[src/rtl/core/bop_pkg.sv]
package bop_pkg;

   localparam int TagDepth      = 256;
   localparam int TagIdxBits    = 8;
   localparam int TagBits       = 12;
   localparam int CandCount     = 52;
   localparam int CandBits      = 6;
   localparam int ScoreBits     = 8;
   localparam int OffsetBits    = 9;
   localparam int Degree        = 3;
   localparam int LineBits      = 58;
   localparam int PageLog2      = 6;
   localparam int RoundBits     = 10;
   localparam int BwBits        = 4;
   localparam int AddrBits      = 3;

   // register addresses (byte address / 4)
   localparam logic [AddrBits-1:0] RegRoundLimit = 3'd0;
   localparam logic [AddrBits-1:0] RegScoreLimit = 3'd1;
   localparam logic [AddrBits-1:0] RegBadScore   = 3'd2;
   localparam logic [AddrBits-1:0] RegBwHigh     = 3'd3;
   localparam logic [AddrBits-1:0] RegBwLow      = 3'd4;

   localparam logic OpAccess = 1'b0;
   localparam logic OpFill   = 1'b1;

   // candidate offset sequence (5-smooth numbers)
   function automatic logic [OffsetBits-1:0] offset_of(input logic [CandBits-1:0] idx);
      logic [OffsetBits-1:0] v;
      unique case (idx)
         6'd0: v = 9'd1;     6'd1: v = 9'd2;     6'd2: v = 9'd3;     6'd3: v = 9'd4;
         6'd4: v = 9'd5;     6'd5: v = 9'd6;     6'd6: v = 9'd8;     6'd7: v = 9'd9;
         6'd8: v = 9'd10;    6'd9: v = 9'd12;    6'd10: v = 9'd15;   6'd11: v = 9'd16;
         6'd12: v = 9'd18;   6'd13: v = 9'd20;   6'd14: v = 9'd24;   6'd15: v = 9'd25;
         6'd16: v = 9'd27;   6'd17: v = 9'd30;   6'd18: v = 9'd32;   6'd19: v = 9'd36;
         6'd20: v = 9'd40;   6'd21: v = 9'd45;   6'd22: v = 9'd48;   6'd23: v = 9'd50;
         6'd24: v = 9'd54;   6'd25: v = 9'd60;   6'd26: v = 9'd64;   6'd27: v = 9'd72;
         6'd28: v = 9'd75;   6'd29: v = 9'd80;   6'd30: v = 9'd81;   6'd31: v = 9'd90;
         6'd32: v = 9'd96;   6'd33: v = 9'd100;  6'd34: v = 9'd108;  6'd35: v = 9'd120;
         6'd36: v = 9'd125;  6'd37: v = 9'd128;  6'd38: v = 9'd135;  6'd39: v = 9'd144;
         6'd40: v = 9'd150;  6'd41: v = 9'd160;  6'd42: v = 9'd162;  6'd43: v = 9'd180;
         6'd44: v = 9'd192;  6'd45: v = 9'd200;  6'd46: v = 9'd216;  6'd47: v = 9'd225;
         6'd48: v = 9'd240;  6'd49: v = 9'd243;  6'd50: v = 9'd250;  6'd51: v = 9'd256;
         6'd52: v = 9'd270;  6'd53: v = 9'd288;  6'd54: v = 9'd300;  6'd55: v = 9'd320;
         6'd56: v = 9'd324;  6'd57: v = 9'd360;  6'd58: v = 9'd375;  6'd59: v = 9'd384;
         6'd60: v = 9'd400;  6'd61: v = 9'd405;  6'd62: v = 9'd432;  default: v = 9'd450;
      endcase
      return v;
   endfunction

   // controller to datapath
   typedef struct packed {
      logic clear_step;  // one step of the reset clearing pass
      logic take;        // capture the input word
      logic lookup;      // registered tag read is valid: learn or record
      logic scan_start;  // begin a top-three scan
      logic scan_step;   // visit one candidate
      logic emit_load;   // build the result list
      logic emit_pop;    // a result word was taken
   } cmd_type;

   // datapath to controller
   typedef struct packed {
      logic clear_last;
      logic is_fill;
      logic end_round;
      logic scan_last;
      logic have_out;
   } stat_type;

endpackage

[src/rtl/core/bop_ctrl.sv]
module bop_ctrl (
   input  logic              clock,
   input  logic              reset,
   input  logic              req_valid,
   output logic              req_ready,
   input  logic              rsp_ready,
   input  bop_pkg::stat_type stat,
   output bop_pkg::cmd_type  cmd
);
   import bop_pkg::*;

   typedef enum logic [6:0] {
      ST_CLEAR = 7'b0000001,
      ST_IDLE  = 7'b0000010,
      ST_LOOK  = 7'b0000100,
      ST_DECIDE= 7'b0001000,
      ST_SCAN  = 7'b0010000,
      ST_BUILD = 7'b0100000,
      ST_EMIT  = 7'b1000000
   } state_type;

   state_type state_ff, state_in;

   // next state and commands
   always_comb begin
      state_in = state_ff;
      cmd      = '0;
      req_ready = 1'b0;
      unique case (state_ff)
         ST_CLEAR: begin
            cmd.clear_step = 1'b1;
            if (stat.clear_last) state_in = ST_IDLE;
         end
         ST_IDLE: begin
            req_ready = 1'b1;
            if (req_valid) begin
               cmd.take = 1'b1;
               state_in = ST_LOOK;
            end
         end
         ST_LOOK: begin
            cmd.lookup = 1'b1;
            state_in = stat.is_fill ? ST_IDLE : ST_DECIDE;
         end
         ST_DECIDE: begin
            if (stat.end_round) begin
               cmd.scan_start = 1'b1;
               state_in = ST_SCAN;
            end else begin
               state_in = ST_BUILD;
            end
         end
         ST_SCAN: begin
            cmd.scan_step = 1'b1;
            if (stat.scan_last) state_in = ST_BUILD;
         end
         ST_BUILD: begin
            cmd.emit_load = 1'b1;
            state_in = ST_EMIT;
         end
         ST_EMIT: begin
            if (!stat.have_out) state_in = ST_IDLE;
            else if (rsp_ready) cmd.emit_pop = 1'b1;
         end
         default: state_in = ST_CLEAR;
      endcase
   end

   always_ff @(posedge clock) begin
      if (reset) state_ff <= ST_CLEAR;
      else       state_ff <= state_in;
   end

   a_onehot: assert property (@(posedge clock) disable iff (reset) $onehot(state_ff))
      else $error("state not one-hot");
   a_ready_idle: assert property (@(posedge clock) disable iff (reset)
      req_ready |-> !stat.have_out) else $error("input taken while results pending");
   a_scan_from_decide: assert property (@(posedge clock) disable iff (reset)
      cmd.scan_start |=> state_ff == ST_SCAN) else $error("scan did not start");
endmodule

[config.mk]
export PLATFORM = sky130hd
export DESIGN_NAME = bop_ctrl
export DESIGN_NICKNAME = d
export VERILOG_FILES = /design/src/rtl/core/bop_pkg.sv /design/src/rtl/core/bop_ctrl.sv
export SDC_FILE = /design/constraint.sdc
export NUM_CORES = 1
export LEC_CHECK = 0
export BUFFER_PORTS_ARGS = -buffer_cell sky130_fd_sc_hd__buf_2
export CORE_AREA = 3 3 40 42
export CTS_BUF_LIST = sky130_fd_sc_hd__clkbuf_2 sky130_fd_sc_hd__clkbuf_4 sky130_fd_sc_hd__clkbuf_8
export DETAILED_ROUTE_END_ITERATION = 10
export DIE_AREA = 0 0 43 45
export SLEW_MARGIN = 20
export SYNTH_ARGS = -nofsm -noshare
export SYNTH_HDL_FRONTEND = slang
export SYNTH_SLANG_ARGS = --single-unit
[constraint.sdc]
create_clock -name clock -period 1.5 [get_ports clock]
set_input_delay 0.225 -clock clock [delete_from_list [all_inputs] [get_ports clock]]
set_output_delay 0.225 -clock clock [all_outputs]
set_load 0.03 [all_outputs]
Word level (Yosys, flattened, before mapping)
Cells that the tools add are included.
{"block": "word_totals", "wordCells": 32, "inputBits": 9, "reg_bits": 7}
{"block": "classes", "n_reduce_logical": 1, "mux": 19, "eq_ne": 11}
{"operator": "$pmux W7 S7", "n": 1}
{"operator": "$mux W7", "n": 4}
{"operator": "$mux W1", "n": 12}
{"operator": "$ne A2 B2 Y1 const B", "n": 4}
{"operator": "$eq A7 B1 Y1 const B", "n": 1}
{"operator": "$eq A7 B2 Y1 const B", "n": 1}
{"operator": "$eq A7 B3 Y1 const B", "n": 1}
{"operator": "$eq A7 B4 Y1 const B", "n": 1}
{"operator": "$eq A7 B5 Y1 const B", "n": 1}
{"operator": "$eq A7 B6 Y1 const B", "n": 1}
{"operator": "$eq A7 B7 Y1 const B", "n": 1}
{"operator": "$mux W6", "n": 1}
{"operator": "$mux W4", "n": 1}
{"operator": "$reduce_and A4 Y1", "n": 1}

Logic depth before layout (Yosys ltp)
{"block": "logic_depth", "ltp_word": 3, "depth_mapped": 5, "mapped_depth_nobuf": 4}

Worst setup path after synthesis
Ideal clock, no wire load.
{"block": "synth_timing", "path_type": "register to output", "startpoint": "reg state_ff[6]", "endpoint": "out cmd[6] in the netlist's numbering", "arrival_ps": 1772, "setup_slack_ps": -497, "n_path_buf": 1, "stages_incl_launch_ff": 4, "cell_sequence": "dfxtp_1 buf_6 or3_1 nor4_1"}
{"element": "start, declared", "line_no": "bop_ctrl.sv:22", "text": "state_type state_ff, state_in;"}
{"element": "start signal, assigned", "line_no": "bop_ctrl.sv:71", "text": "else state_ff <= state_in;"}
{"element": "end, declared", "line_no": "bop_ctrl.sv:8", "text": "output bop_pkg::cmd_type cmd"}

==> flow_metrics.env <==
export IMPL_status="finished with violations"
export IMPL_p_int_w=0.000643
export IMPL_period_share_pct=110
export IMPL_syn_area_per_cell_sq_um=7.75
export IMPL_relSlewSlack_pct=80.0
export IMPL_antenna_cells=0
export IMPL_clk_pin_slew_ps=60
export IMPL_p_seq_share_pct=25.7
export IMPL_start_kind="register"
export IMPL_num_io_pins=17
export IMPL_totalWireLength_um=1700
export IMPL_root_buffer="clkbuf_4"
export IMPL_antenna_found_initial=0
export IMPL_wl_per_cell_um=13.5
export IMPL_synth_compound_area_share_pct=11.9
export IMPL_fillers=76
export IMPL_grt_pass1_vias=675
export IMPL_tightest_slew_ps=296
export IMPL_hold_ws_ps=124
export IMPL_die_area_sq_um=1940
export IMPL_yosysSeqAreaShare_pct=26.6
export IMPL_netSwitchingFraction_pct=40.0
export IMPL_synth_simple_area_share_pct=45.8
export IMPL_track_usage_pct=20.5
export IMPL_synth_xor_area_share_pct=4.99
export IMPL_worstSetupPathType="reg2out"
export IMPL_ff2ff_path_depth=7
export IMPL_firstDrtPassIters=5
export IMPL_cp_startpoint="state_ff[2]"
export IMPL_area_delta_synth_final_pct=89.1
export IMPL_worst_slack_ps=-153
export IMPL_vias=683
export IMPL_cts_tree="yes"
export IMPL_r2r_start="state_ff[3]"
export IMPL_first_iter_violations=15
export IMPL_core_region_area_sq_um=1280
export IMPL_syn_nets=77
export IMPL_period_needed_ps=1650
export IMPL_grt_ovfl_total=0
export IMPL_die_w_um=43
export IMPL_final_cell_mix="buf_4 (25), buf_6 (10), buf_2 (9)"
export IMPL_place_area_sq_um=774
export IMPL_postLayoutCellArea_sq_um=996
export IMPL_worstPathRequired_ps=1270
export IMPL_grt_max_degree=8
export IMPL_r2r_setup_slack_ps=120
export IMPL_port_buffers=16
export IMPL_synthAdderAreaFrac_pct=0
export IMPL_clock_skew_ps=4.93
export IMPL_start_util_pct=41.0
export IMPL_p_switching_w=0.000428
export IMPL_synthMuxAreaShare_pct=2.14
export IMPL_worstPathArrival_ps=1430
export IMPL_final_common_cell="buf_4"
export IMPL_nNetsFinal=121
export IMPL_vias_per_cell=5.42
export IMPL_cts_buffers=3
export IMPL_fp_dieH_um=45
export IMPL_htree_levels=1
export IMPL_crit_buf_inv=1
export IMPL_largest_reg_flops=7
export IMPL_rows=13
export IMPL_worstHoldPathType="in2reg"
export IMPL_path_cells="nor4_4 -> and3b_1 -> and2_4 -> buf_6"
export IMPL_hpwl_um=1220
export IMPL_drc=0
export IMPL_max_freq_mhz=605
export IMPL_cts_buffer_depth=2
export IMPL_cp_max_fo=3
export IMPL_slowest_stage="dfxtp_4"
export IMPL_endpoint_kind="output pin"
export IMPL_insertion_delay_ps=260
export IMPL_power_frac_comb_pct=55.1
export IMPL_synthesis_area_sq_um=527
export IMPL_pwr_density_cell_nw_per_um2=1080
export IMPL_ant_nets=0
export IMPL_ys_warn_count=0
export IMPL_cts_num_sinks=7
export IMPL_synth_top_family_by_area="simple AND/OR/NAND/NOR gates"
export IMPL_ys_types=30
export IMPL_max_stage_delay_ps=360
export IMPL_maxCapViolCount=0
export IMPL_rsz0062_at_grt="yes"
export IMPL_largestRegisters="state_ff: 7 flops"
export IMPL_gp_congestion=0.814
export IMPL_violations="setup timing"
export IMPL_pwr_share_clk_pct=19.3
export IMPL_cp_top_family="simple AND/OR/NAND/NOR gates"
export IMPL_hold_buffers=0
export IMPL_ir_worst_vdd_v=0.000737
export IMPL_final_max_slew_viol_count=0
export IMPL_leakagePower_nw=0.461
export IMPL_setup_viol=8
export IMPL_crit_end="cmd[0]"
export IMPL_synthesis_instances=68
export IMPL_post_place_ws_ps=-3.74
export IMPL_grt_pass1_wl_um=2910
export IMPL_layout_drive_gt1_share_pct=64.0
export IMPL_ys_seq_elements=7
export IMPL_path_depth=4
export IMPL_top_register="state_ff"
export IMPL_hold_viol_final=0
export IMPL_r2r_end="state_ff[0]"
cell families after synthesis:
| family | after synthesis |
|---|---|
| mux | 1 |
| flops | 7 |
| buf+inv | 8 |
| compound gates | 10 |
| simple gates | 39 |
| xor+xnor | 3 |
layer usage:
layer  track usage, %  up-vias  wire length, um
met4             3.61        0               37
met2             38.6       27              859
met3             7.57       13               93
met1             22.1      312              712
li1                 -      331                -
met5                0        -                0
worst register-to-register path, cell delays in order (launching register included):
cell and delay [ps]:
dfxtp_4 360, buf_6 130, nor4b_4 280, buf_4 140, buf_4 90, a211oi_1 40
o21ai_0 160, nand2_1 70
cell usage after synthesis:
master	number	share of area (%)
xnor2_1	1	1.7
inv_1	3	2.1
nand3_1	2	1.9
nor4_2	1	2.4
nand2_1	4	2.8
and4b_1	1	1.9
buf_2	3	2.8
nor4b_1	2	3.3
o21ai_0	3	2.8
and3_1	1	1.2
nor3_1	4	3.8
buf_4	1	1.4
nor3b_1	2	2.8
or2_1	1	1.2
nand2b_1	3	3.6
a21oi_1	4	3.8
nor4_1	3	3.6
nor4b_2	1	2.8
xor2_1	2	3.3
or3_1	1	1.2
mux2_2	1	2.1
o31ai_2	1	2.4
and3b_1	2	3.3
buf_6	1	2.1
nor4bb_1	1	1.9
dfxtp_1	7	27
and2_1	2	2.4
a211oi_1	1	1.4
o211ai_1	1	1.4
nor2_1	8	5.7
cell type report:
class / count / area (sq um) / area share [%]
multi-input cells: 53 / 429 / 43.1
repair buffers: 44 / 345 / 34.7
flip-flops and latches: 7 / 161 / 16.2
clock buffers: 4 / 30.0 / 3.02
well taps: 15 / 18.8 / 1.88
inverters: 3 / 11.3 / 1.13
worst min path at each step:
| stage | startpoint | cells after the start | slack (ps) | endpoint |
|---|---|---|---|---|
| floorplan | reset | 1 | 290 | state_ff[4] |
| global placement | stat[3] | 2 | 400 | state_ff[3] |
| detailed placement | stat[3] | 2 | 410 | state_ff[3] |
| CTS | stat[3] | 2 | 130 | state_ff[3] |
| global route | stat[3] | 2 | 120 | state_ff[3] |
| finish | stat[3] | 2 | 120 | state_ff[3] |
power groups by stage:
stage,clock (W),combinational (W),sequential (W)
after floorplan,0,0.000335,0.000226
after global placement,0,0.000451,0.000249
after detailed placement,0,0.000453,0.000250
after CTS,0.000207,0.000569,0.000273
after global routing,0.000218,0.000628,0.000277
final,0.000206,0.000590,0.000275
through the flow:
stage                     total power, W  setup TNS, ps  util, %  instances
after floorplan                 0.000561          -15.3        -         68
after global placement          0.000700              0     60.3        114
after detailed placement        0.000703          -3.74     60.3        114
after CTS                        0.00105           -820     76.6        125
after global routing             0.00112          -1380     77.5        126
final                            0.00107           -830     77.5        126
repair_timing:
item                                    4_1_cts  5_1_grt
resized for setup                            39        1
pin swaps                                    12        4
setup buffers                                 7        1
cloned                                        0        0
endpoints found under the setup margin        8        8
Power figures use the tool's default switching activity.
